<file path="src/assert_macros.svh">
// assertion macros shared by the rtl files
// every use expects a clock i_clk and an active-low reset i_rst_n in scope
`ifndef ASSERT_MACROS_SVH
`define ASSERT_MACROS_SVH

// property must hold at every clock edge outside reset
`define CTF_ASSERT(label, prop, msg) \
    label: assert property (@(posedge i_clk) disable iff (!i_rst_n) (prop)) \
        else $error(msg);

// consequent must hold in the same cycle as the antecedent
`define CTF_ASSERT_IMP(label, ante, cons, msg) \
    label: assert property (@(posedge i_clk) disable iff (!i_rst_n) (ante) |-> (cons)) \
        else $error(msg);

`endif

</file>
<file path="src/ctf_pkg.sv">
`timescale 1ns / 1ps

package ctf_pkg;

    // field widths
    localparam int AMOUNT_W = 16;
    localparam int SECS_W   = 17;
    localparam int SUM_W    = 20;
    localparam int COUNT_W  = 5;
    localparam int COUNT_MAX = 31;

    // operation codes
    localparam logic [1:0] OP_INSERT  = 2'd0;
    localparam logic [1:0] OP_EXECUTE = 2'd1;
    localparam logic [1:0] OP_QUERY   = 2'd2;

    // result status codes
    localparam logic [2:0] STS_INSERTED  = 3'd0;
    localparam logic [2:0] STS_FULL      = 3'd1;
    localparam logic [2:0] STS_EMPTY     = 3'd2;
    localparam logic [2:0] STS_REMAINING = 3'd3;
    localparam logic [2:0] STS_COMPLETED = 3'd4;
    localparam logic [2:0] STS_DONE      = 3'd5;
    localparam logic [2:0] STS_QUERY     = 3'd6;

    typedef logic [AMOUNT_W-1:0] t_amount;
    typedef logic [SECS_W-1:0]   t_secs;
    typedef logic [SUM_W-1:0]    t_sum;

    // input transaction
    typedef struct packed {
        logic [1:0] operation;
        t_amount    amount;
        logic [4:0] hour;
        logic [5:0] minute;
        logic [5:0] second;
    } t_in_item;

    // output transaction
    typedef struct packed {
        logic [2:0]         status;
        t_amount            remaining;
        t_sum               pending_total;
        logic [COUNT_W-1:0] entry_count;
    } t_out_item;

    // per-cell controls from the queue sequencer
    typedef struct packed {
        logic write;
        logic shift;
        logic dec;
        logic occupied;
    } t_cell_ctrl;

    // query wave passed from cell to cell
    typedef struct packed {
        logic  valid;
        t_secs qtime;
        t_sum  sum;
    } t_wave;

    // time of day in seconds, fits 17 bits for any field pattern
    function automatic t_secs clock_seconds(input logic [4:0] hour,
                                            input logic [5:0] minute,
                                            input logic [5:0] second);
        t_secs secs;
        secs = t_secs'(hour) * t_secs'(3600) + t_secs'(minute) * t_secs'(60)
             + t_secs'(second);
        return secs;
    endfunction

endpackage

</file>
<file path="src/ctf_cell.sv">
`timescale 1ns / 1ps

`include "assert_macros.svh"

module ctf_cell (
    input  logic               i_clk,
    input  logic               i_rst_n,
    input  ctf_pkg::t_cell_ctrl i_ctrl,
    input  ctf_pkg::t_amount   i_next_amount,
    input  ctf_pkg::t_secs     i_next_start,
    input  ctf_pkg::t_amount   i_wr_amount,
    input  ctf_pkg::t_secs     i_wr_start,
    input  ctf_pkg::t_wave     i_wave,
    output ctf_pkg::t_wave     o_wave,
    output ctf_pkg::t_amount   o_amount,
    output ctf_pkg::t_secs     o_start
);
    import ctf_pkg::*;

    t_amount r_amount, n_amount;
    t_secs   r_start, n_start;
    logic    r_wave_valid;
    t_secs   r_wave_time;
    t_sum    r_wave_sum, n_wave_sum;
    t_amount w_contrib;
    logic [SUM_W:0] w_sum_wide;

    // entry update: insert, shift toward head, or head decrement
    always_comb begin
        n_amount = r_amount;
        n_start  = r_start;
        if (i_ctrl.write) begin
            n_amount = i_wr_amount;
            n_start  = i_wr_start;
        end else if (i_ctrl.shift) begin
            n_amount = i_next_amount;
            n_start  = i_next_start;
        end else if (i_ctrl.dec) begin
            n_amount = r_amount - t_amount'(1);
        end
    end

    always_ff @(posedge i_clk) begin
        r_amount <= n_amount;
        r_start  <= n_start;
    end

    // query wave: add own count when started earlier, saturating
    assign w_contrib  = (i_ctrl.occupied && (r_start < i_wave.qtime)) ? r_amount : '0;
    assign w_sum_wide = {1'b0, i_wave.sum} + (SUM_W + 1)'(w_contrib);

    always_comb begin
        if (w_sum_wide[SUM_W]) begin
            n_wave_sum = '1;
        end else begin
            n_wave_sum = w_sum_wide[SUM_W-1:0];
        end
    end

    always_ff @(posedge i_clk) begin
        if (!i_rst_n) begin
            r_wave_valid <= 1'b0;
        end else begin
            r_wave_valid <= i_wave.valid;
        end
    end

    always_ff @(posedge i_clk) begin
        r_wave_time <= i_wave.qtime;
        r_wave_sum  <= n_wave_sum;
    end

    assign o_wave.valid = r_wave_valid;
    assign o_wave.qtime = r_wave_time;
    assign o_wave.sum   = r_wave_sum;
    assign o_amount     = r_amount;
    assign o_start      = r_start;

    // the running sum never drops as the wave moves on
    `CTF_ASSERT_IMP(a_sum_grows, r_wave_valid && $past(i_wave.valid),
        r_wave_sum >= $past(i_wave.sum), "query sum decreased across cell")
    // only one entry operation per cycle
    `CTF_ASSERT(a_one_op, $countones({i_ctrl.write, i_ctrl.shift, i_ctrl.dec}) <= 1,
        "conflicting cell operations")
    // the wave moves one cell per cycle
    `CTF_ASSERT_IMP(a_wave_step, i_wave.valid, ##1 r_wave_valid, "query wave lost in cell")

endmodule

</file>
<file path="src/counted_task_fifo_unit.sv">
`timescale 1ns / 1ps

// Counted task queue: a bounded FIFO of tasks, each with a repeat count and a
// start time of day. Input channel i_in_valid / o_in_ready carries insert,
// execute and query transactions; output channel o_out_valid / i_out_ready
// returns one result transaction for each input transaction, in order.
// Entries live in a row of QUEUE_DEPTH cells with the head in cell 0; removing
// the head shifts every cell toward the head at once.
// Insert and execute results are valid in the cycle after acceptance.
// A query sends a wave down the cell row, one cell per cycle, and its result is
// registered when the wave leaves the last cell; no other transaction is taken
// while the wave runs. Throughput is one insert or execute per cycle while the
// receiver takes each result.
// The result sits in an output register; a new transaction is accepted while
// the last result is taken in the same cycle, so a stalled receiver holds the
// result and stops intake until it is taken.
// Reset (synchronous, active low) empties the queue and drops any pending
// result or query in flight.

`include "assert_macros.svh"

module counted_task_fifo_unit #(
    parameter int QUEUE_DEPTH = 16
) (
    input  logic              i_clk,
    input  logic              i_rst_n,
    input  logic              i_in_valid,
    output logic              o_in_ready,
    input  ctf_pkg::t_in_item i_in,
    output logic              o_out_valid,
    input  logic              i_out_ready,
    output ctf_pkg::t_out_item o_out
);
    import ctf_pkg::*;

    localparam int OCC_W = $clog2(QUEUE_DEPTH + 1);
    localparam int EXT_W = OCC_W + COUNT_W;

    localparam logic S_IDLE = 1'b0;
    localparam logic S_BUSY = 1'b1;

    logic            r_state, n_state;
    logic [OCC_W-1:0] r_occ, n_occ;
    logic            r_out_valid;
    t_out_item       r_out, n_result;
    logic            w_accept, w_take;
    logic            w_do_insert, w_do_pop, w_do_dec, w_is_query;
    t_secs           w_time;
    t_amount         w_head_dec;
    logic [EXT_W-1:0] w_occ_ext;
    logic [COUNT_W-1:0] w_count_sat;
    logic [EXT_W-1:0] w_cur_ext;
    logic [COUNT_W-1:0] w_cur_sat;

    t_cell_ctrl w_ctrl       [QUEUE_DEPTH];
    t_amount    w_amount     [QUEUE_DEPTH];
    t_secs      w_start      [QUEUE_DEPTH];
    t_amount    w_next_amount[QUEUE_DEPTH];
    t_secs      w_next_start [QUEUE_DEPTH];
    t_wave      w_wave       [QUEUE_DEPTH+1];

    // handshakes
    assign o_in_ready = (r_state == S_IDLE) && (!r_out_valid || i_out_ready);
    assign w_accept   = i_in_valid && o_in_ready;
    assign w_take     = r_out_valid && i_out_ready;

    assign w_time     = clock_seconds(i_in.hour, i_in.minute, i_in.second);
    assign w_is_query = i_in.operation[1];
    assign w_head_dec = w_amount[0] - t_amount'(1);

    // insert and execute decisions, result for non-query transactions
    always_comb begin
        w_do_insert = 1'b0;
        w_do_pop    = 1'b0;
        w_do_dec    = 1'b0;
        n_occ       = r_occ;
        n_result    = '0;
        if (i_in.operation == OP_INSERT) begin
            if (r_occ >= OCC_W'(QUEUE_DEPTH)) begin
                n_result.status = STS_FULL;
            end else begin
                w_do_insert     = w_accept;
                n_occ           = r_occ + OCC_W'(1);
                n_result.status = STS_INSERTED;
            end
        end else if (i_in.operation == OP_EXECUTE) begin
            if (r_occ == '0) begin
                n_result.status = STS_EMPTY;
            end else if (w_amount[0] == '0) begin
                w_do_pop        = w_accept;
                n_occ           = r_occ - OCC_W'(1);
                n_result.status = STS_DONE;
            end else if (w_head_dec != '0) begin
                w_do_dec           = w_accept;
                n_result.status    = STS_REMAINING;
                n_result.remaining = w_head_dec;
            end else begin
                w_do_pop        = w_accept;
                n_occ           = r_occ - OCC_W'(1);
                n_result.status = STS_COMPLETED;
            end
        end
    end

    // entry count saturates at the field's maximum
    assign w_occ_ext   = EXT_W'(n_occ);
    assign w_count_sat = (w_occ_ext > EXT_W'(COUNT_MAX)) ? COUNT_W'(COUNT_MAX)
                                                          : w_occ_ext[COUNT_W-1:0];

    // a query reports the queue it ran over, not the waiting transaction
    assign w_cur_ext = EXT_W'(r_occ);
    assign w_cur_sat = (w_cur_ext > EXT_W'(COUNT_MAX)) ? COUNT_W'(COUNT_MAX)
                                                        : w_cur_ext[COUNT_W-1:0];

    // query wave enters cell 0
    assign w_wave[0].valid = w_accept && w_is_query;
    assign w_wave[0].qtime = w_time;
    assign w_wave[0].sum   = '0;

    // row of cells
    for (genvar g = 0; g < QUEUE_DEPTH; g++) begin : g_cell
        if (g == QUEUE_DEPTH - 1) begin : g_tail
            assign w_next_amount[g] = '0;
            assign w_next_start[g]  = '0;
        end else begin : g_link
            assign w_next_amount[g] = w_amount[g+1];
            assign w_next_start[g]  = w_start[g+1];
        end

        assign w_ctrl[g].write    = w_do_insert && (r_occ == OCC_W'(g));
        assign w_ctrl[g].shift    = w_do_pop;
        assign w_ctrl[g].dec      = w_do_dec && (g == 0);
        assign w_ctrl[g].occupied = OCC_W'(g) < r_occ;

        ctf_cell u_cell (
            .i_clk        (i_clk),
            .i_rst_n      (i_rst_n),
            .i_ctrl       (w_ctrl[g]),
            .i_next_amount(w_next_amount[g]),
            .i_next_start (w_next_start[g]),
            .i_wr_amount  (i_in.amount),
            .i_wr_start   (w_time),
            .i_wave       (w_wave[g]),
            .o_wave       (w_wave[g+1]),
            .o_amount     (w_amount[g]),
            .o_start      (w_start[g])
        );
    end

    // sequencer state
    always_comb begin
        n_state = r_state;
        case (r_state)
            S_IDLE: begin
                if (w_accept && w_is_query) begin
                    n_state = S_BUSY;
                end
            end
            S_BUSY: begin
                if (w_wave[QUEUE_DEPTH].valid) begin
                    n_state = S_IDLE;
                end
            end
            default: n_state = S_IDLE;
        endcase
    end

    always_ff @(posedge i_clk) begin
        if (!i_rst_n) begin
            r_state <= S_IDLE;
            r_occ   <= '0;
        end else begin
            r_state <= n_state;
            if (w_accept) begin
                r_occ <= n_occ;
            end
        end
    end

    // output register
    always_ff @(posedge i_clk) begin
        if (!i_rst_n) begin
            r_out_valid <= 1'b0;
        end else begin
            if (w_take) begin
                r_out_valid <= 1'b0;
            end
            if ((w_accept && !w_is_query) || w_wave[QUEUE_DEPTH].valid) begin
                r_out_valid <= 1'b1;
            end
        end
    end

    always_ff @(posedge i_clk) begin
        if (w_wave[QUEUE_DEPTH].valid) begin
            r_out.status        <= STS_QUERY;
            r_out.remaining     <= '0;
            r_out.pending_total <= w_wave[QUEUE_DEPTH].sum;
            r_out.entry_count   <= w_cur_sat;
        end else if (w_accept && !w_is_query) begin
            r_out.status        <= n_result.status;
            r_out.remaining     <= n_result.remaining;
            r_out.pending_total <= '0;
            r_out.entry_count   <= w_count_sat;
        end
    end

    assign o_out_valid = r_out_valid;
    assign o_out       = r_out;

    // occupancy stays within the cell row
    `CTF_ASSERT(a_occ_bound, r_occ <= OCC_W'(QUEUE_DEPTH), "occupancy beyond queue depth")
    // no result waits while a query wave runs
    `CTF_ASSERT_IMP(a_busy_no_out, r_state == S_BUSY, !r_out_valid,
        "result pending during query")
    // a finished wave only appears while the sequencer waits for it
    `CTF_ASSERT_IMP(a_wave_in_busy, w_wave[QUEUE_DEPTH].valid, r_state == S_BUSY,
        "query wave finished outside busy state")
    // the queue does not change under a running query
    `CTF_ASSERT_IMP(a_occ_frozen, r_state == S_BUSY, $stable(r_occ),
        "occupancy changed during query")

endmodule

</file>
<file path="config.mk">
export PLATFORM = sky130hd
export DESIGN_NAME = counted_task_fifo_unit
export DESIGN_NICKNAME = d
export VERILOG_FILES = /design/src/ctf_pkg.sv /design/src/ctf_cell.sv /design/src/counted_task_fifo_unit.sv
export VERILOG_INCLUDE_DIRS = /design/src /design/src/src
export SDC_FILE = /design/constraint.sdc
export NUM_CORES = 2
export LEC_CHECK = 0
export BUFFER_PORTS_ARGS = -buffer_cell sky130_fd_sc_hd__buf_2
export CORE_ASPECT_RATIO = 1.2
export CORE_MARGIN = 5
export CORE_UTILIZATION = 50
export DETAILED_ROUTE_END_ITERATION = 16
export PLACE_DENSITY = 0.73
export SYNTH_ARGS = -nofsm -noshare
export SYNTH_HDL_FRONTEND = slang
export SYNTH_SLANG_ARGS = --single-unit
</file>
<file path="constraint.sdc">
create_clock -name i_clk -period 5.33 [get_ports i_clk]
set_input_delay 0.2665 -clock i_clk [delete_from_list [all_inputs] [get_ports i_clk]]
set_output_delay 0.2665 -clock i_clk [all_outputs]
set_load 0.02 [all_outputs]
</file>
==> run_results.csv <==
group,metric,value,unit
timing,finalHoldViolations,0,
worst_hold_path,hold_class,"in2reg",
timing,setup_violations,0,
grt,grt_use_met3,3.95,%
routing,firstDrtPassIters,6,
grt,gr-total-overflow,0,
clocking,cts_root_buf,"clkbuf_16",
finish,drive_above_1_share,13.7,%
grt,grt_util_met1,27.7,%
placed_design,dp_slack,-0.344,ns
clocking,cts_tree,"yes",
timing,timing.hold.ws,0.145,ns
yosys,synthDominantAreaCellType,"edfxtp_1",
clocking,cts_buffers,112,
clocking,clockBufferDepth,3,
grt,busiest_layer,"met2",
setup_path,cp_common_cell,"a21o_1",
yosys,synthArstFlopShare,0,%
setup_path,cp_max_fo,6,
setup_path,crit_required,5.93,ns
floorplan,die_y,384,um
yosys,ys_ff_latch,1160,
setup_path,cpPeakStageDelay,0.41,ns
routing,antenna_left,0,
timing,layout_min_cycle_time,5.20,ns
pwr,vdd_drop_max,331,uV
grt,grt_pass1_vias,40503,
setup_path,critical_path_class,"reg2reg",
floorplan,dieArea,0.124,mm^2
setup_path,startpoint_type,"flip-flop",
setup_path,endpoint_kind,"flip-flop",
timing,skew,0.0245,ns
grt,grtUsageMet2,35.5,%
placed_design,placed_area,0.0615,mm^2
routing,remaining_drc_errors,0,
yosys,yosys_warnings,0,
grt,grt_max_degree,51,
flow_run,cap_viol_max_count,0,
yosys,synth_cells,5549,
finish,area_growth,12.6,%
floorplan,core_area,0.116,mm^2
setup_path,crit_path_top_delay_cell,"edfxtp_1",
clocking,clk_pin_slew_worst_paths,0.06,ns
yosys,synth_ff_type,"dfxtp_1",
setup_path,path_cells,"ha_1, a21o_1, a21o_1, a21o_1, a21o_1, a2111oi_4, o31ai_4, a2111oi_4, buf_4, buf_4, and2_1, ha_1, o21ai_0, a21oi_4, o31a_1, nand3_2, a311oi_2, a21o_1, o31a_1, buf_4, nand2b_1, mux2_2",
yosys,syn_avg_cell_area,10.5,um^2
floorplan,ioPinCount,85,
grt,grt_use_total,21.2,%
grt,grt_pass1_wl,213,mm
setup_path,path_delay_family,"compound AO/OA/AOI/OAI gates",
timing,worstMarginPinSlew,1.06,ns
setup_path,crit_buf_inv,3,
pwr,p_leak,29.1,nW
yosys,netlist_area,0.0584,mm^2
routing,wl_per_cell,18.3,um
floorplan,die_w,322,um
finish,layout.nets,6378,
timing,period_share,97.6,%
routing,drtIter0Drc,3035,
setup_path,cp.arrival,5.80,ns
routing,drt_wl_total,135,mm
timing,timing.fmax,192,MHz
clocking,clk_latency,0.73,ns
yosys,synth.distinct_cells,88,
clocking,cts.sinks,1160,
clocking,htree_num_levels,3,
finish,final_area,0.0658,mm^2
pwr,power,25.6,mW
yosys,yosysSeqAreaShare,49.2,%
timing,setup_tns,0,ns
placed_design,gp_congestion,0.924,
yosys,synth_top_cells_by_area,"edfxtp_1 28%, dfxtp_1 21%, ha_1 12%",
placed_design,hpwl,98.3,mm
timing,finalMaxSlewViolations,0,
placed_design,io_buffers,84,
timing,maxSlewHeadroom,29.0,%
outcome,status,"finished, final reports clean",
routing,vias,41030,
floorplan,rows,137,
yosys,synth_edf_count,553,
grt,antenna_found_initial,6,
floorplan,initial_utilization,50.3,%
timing,fin_ws,0.126,ns
pwr,power.density,389,mW/mm^2
yosys,synth_fp_nets,6173,
routing,viasPerCell,5.56,
yosys,synth_top_area_share,28.4,%
metrics by stage:
stage / utilization [%] / instances
global route: 56.6 / 7384
detailed placement: 52.9 / 7145
floorplan: - / 5549
global placement: 52.9 / 7145
finish: 56.6 / 7385
CTS: 56.4 / 7376
worst paths after layout:
kind | startpoint | endpoint | slack, ns | depth (start not counted)
setup reg to reg | g_cell[13].u_cell.o_start[1] | g_cell[13].u_cell.r_wave_sum[19] | 0.13 | 22
setup / recovery | g_cell[13].u_cell.o_start[1] | g_cell[13].u_cell.r_wave_sum[19] | 0.13 | 22
hold / removal | i_in[6] | g_cell[0].u_cell.r_wave_time[3] | 0.15 | 4
hold reg to reg | g_cell[7].u_cell.r_wave_time[2] | g_cell[8].u_cell.r_wave_time[2] | 0.35 | 0
area by class of cell:
type                    count  area, um^2
repair buffers            270        1910
multi-input cells        3810       27800
fillers                  9725       50400
well taps                1529        1910
diodes                      2        5.00
clock inverters            55         588
clock buffers             159        3290
inverters                 400        1510
flip-flops and latches   1160       28800
tightest hold or removal path, delay by kind of cell:
family	cells	cell delay [ns]
adder cells (fa/ha/maj)	2	0.33
buffers and inverters	2	0.21
repair_timing:
action	4_1_cts	5_1_grt
gates resized for setup	15	48
endpoints found under the setup margin	43	113
hold buffers	12	0
pin swaps	3	20
endpoints found under the hold margin	27	0
setup buffers	6	6
gates cloned	0	2
power breakdown:
group          internal [mW]  leakage, nW  switching [mW]
combinational           2.42         17.2            3.53
sequential              10.7         10.0           0.655
clock                   4.80         1.90            3.51
layout by cell type, fill, tap and decap left out, types with 14 or more instances in the layout:
| cell type | count |
|---|---|
| nand2_2 | 16 |
| o31ai_1 | 17 |
| a21boi_0 | 14 |
| and2_1 | 290 |
| nand4_1 | 39 |
| clkbuf_16 | 119 |
| nor3_1 | 84 |
| fa_1 | 29 |
| inv_1 | 399 |
| nand2_1 | 536 |
| nand2b_1 | 81 |
| o21a_1 | 70 |
| dfxtp_1 | 607 |
| nor2_1 | 225 |
| o21ai_1 | 15 |
| nand3_1 | 105 |
| o211ai_1 | 43 |
| buf_4 | 166 |
| xnor2_1 | 95 |
| o21ai_0 | 441 |
| edfxtp_1 | 553 |
| nor2b_1 | 59 |
| a21o_1 | 119 |
| a31oi_1 | 30 |
| o21bai_1 | 22 |
| buf_2 | 85 |
| and3_1 | 33 |
| or3_1 | 28 |
| a211oi_1 | 50 |
| mux2_2 | 251 |
| clkbuf_8 | 16 |
| clkinv_2 | 18 |
| ha_1 | 552 |
| xor2_1 | 90 |
| clkbuf_1 | 24 |
| a21oi_1 | 230 |
logic make-up (layout without fill, tap and decap cells):
logic type,after synthesis,in the layout,share of synthesized area (%)
simple gates,1569,1569,13.3
compound gates,1199,1199,12.8
flops,1160,1160,49.2
fa+ha+maj,585,585,12.9
buf+inv,579,884,3.84
mux,261,261,5.02
xor+xnor,196,196,2.94
other cells,0,2,0
per-layer routing:
layer / part of all wire (%) / wire length [um] / vias up
met5: 0 / 0 / -
met4: 3.4 / 4660 / 0
met3: 7.0 / 9470 / 265
met2: 47 / 63200 / 1202
met1: 43 / 57700 / 19494
li1: - / - / 20069
state kept, by name, indices dropped and copies added (netlist names):
register / count
g_cell.u_cell.r_wave_sum: 310
g_cell.u_cell.o_amount: 256
g_cell.u_cell.o_start: 272
g_cell.u_cell.r_wave_time: 255
g_cell.u_cell.r_wave_valid: 16
r_occ: 5
o_out_valid: 1
o_out: 44
r_state: 1
cells in the mapped netlist, types with 60 or more instances:
| cell type | number |
|---|---|
| o21ai_0 | 452 |
| nor2_1 | 225 |
| o21a_1 | 70 |
| nor2b_1 | 60 |
| a21oi_1 | 237 |
| xor2_1 | 95 |
| dfxtp_1 | 607 |
| a21o_1 | 119 |
| nor3_1 | 86 |
| nand2b_1 | 82 |
| nand2_1 | 542 |
| edfxtp_1 | 553 |
| inv_1 | 400 |
| and2_1 | 291 |
| xnor2_1 | 101 |
| mux2_2 | 251 |
| ha_1 | 555 |
| clkbuf_1 | 147 |
| nand3_1 | 112 |
No activity file was read; power rests on OpenSTA's default activity.
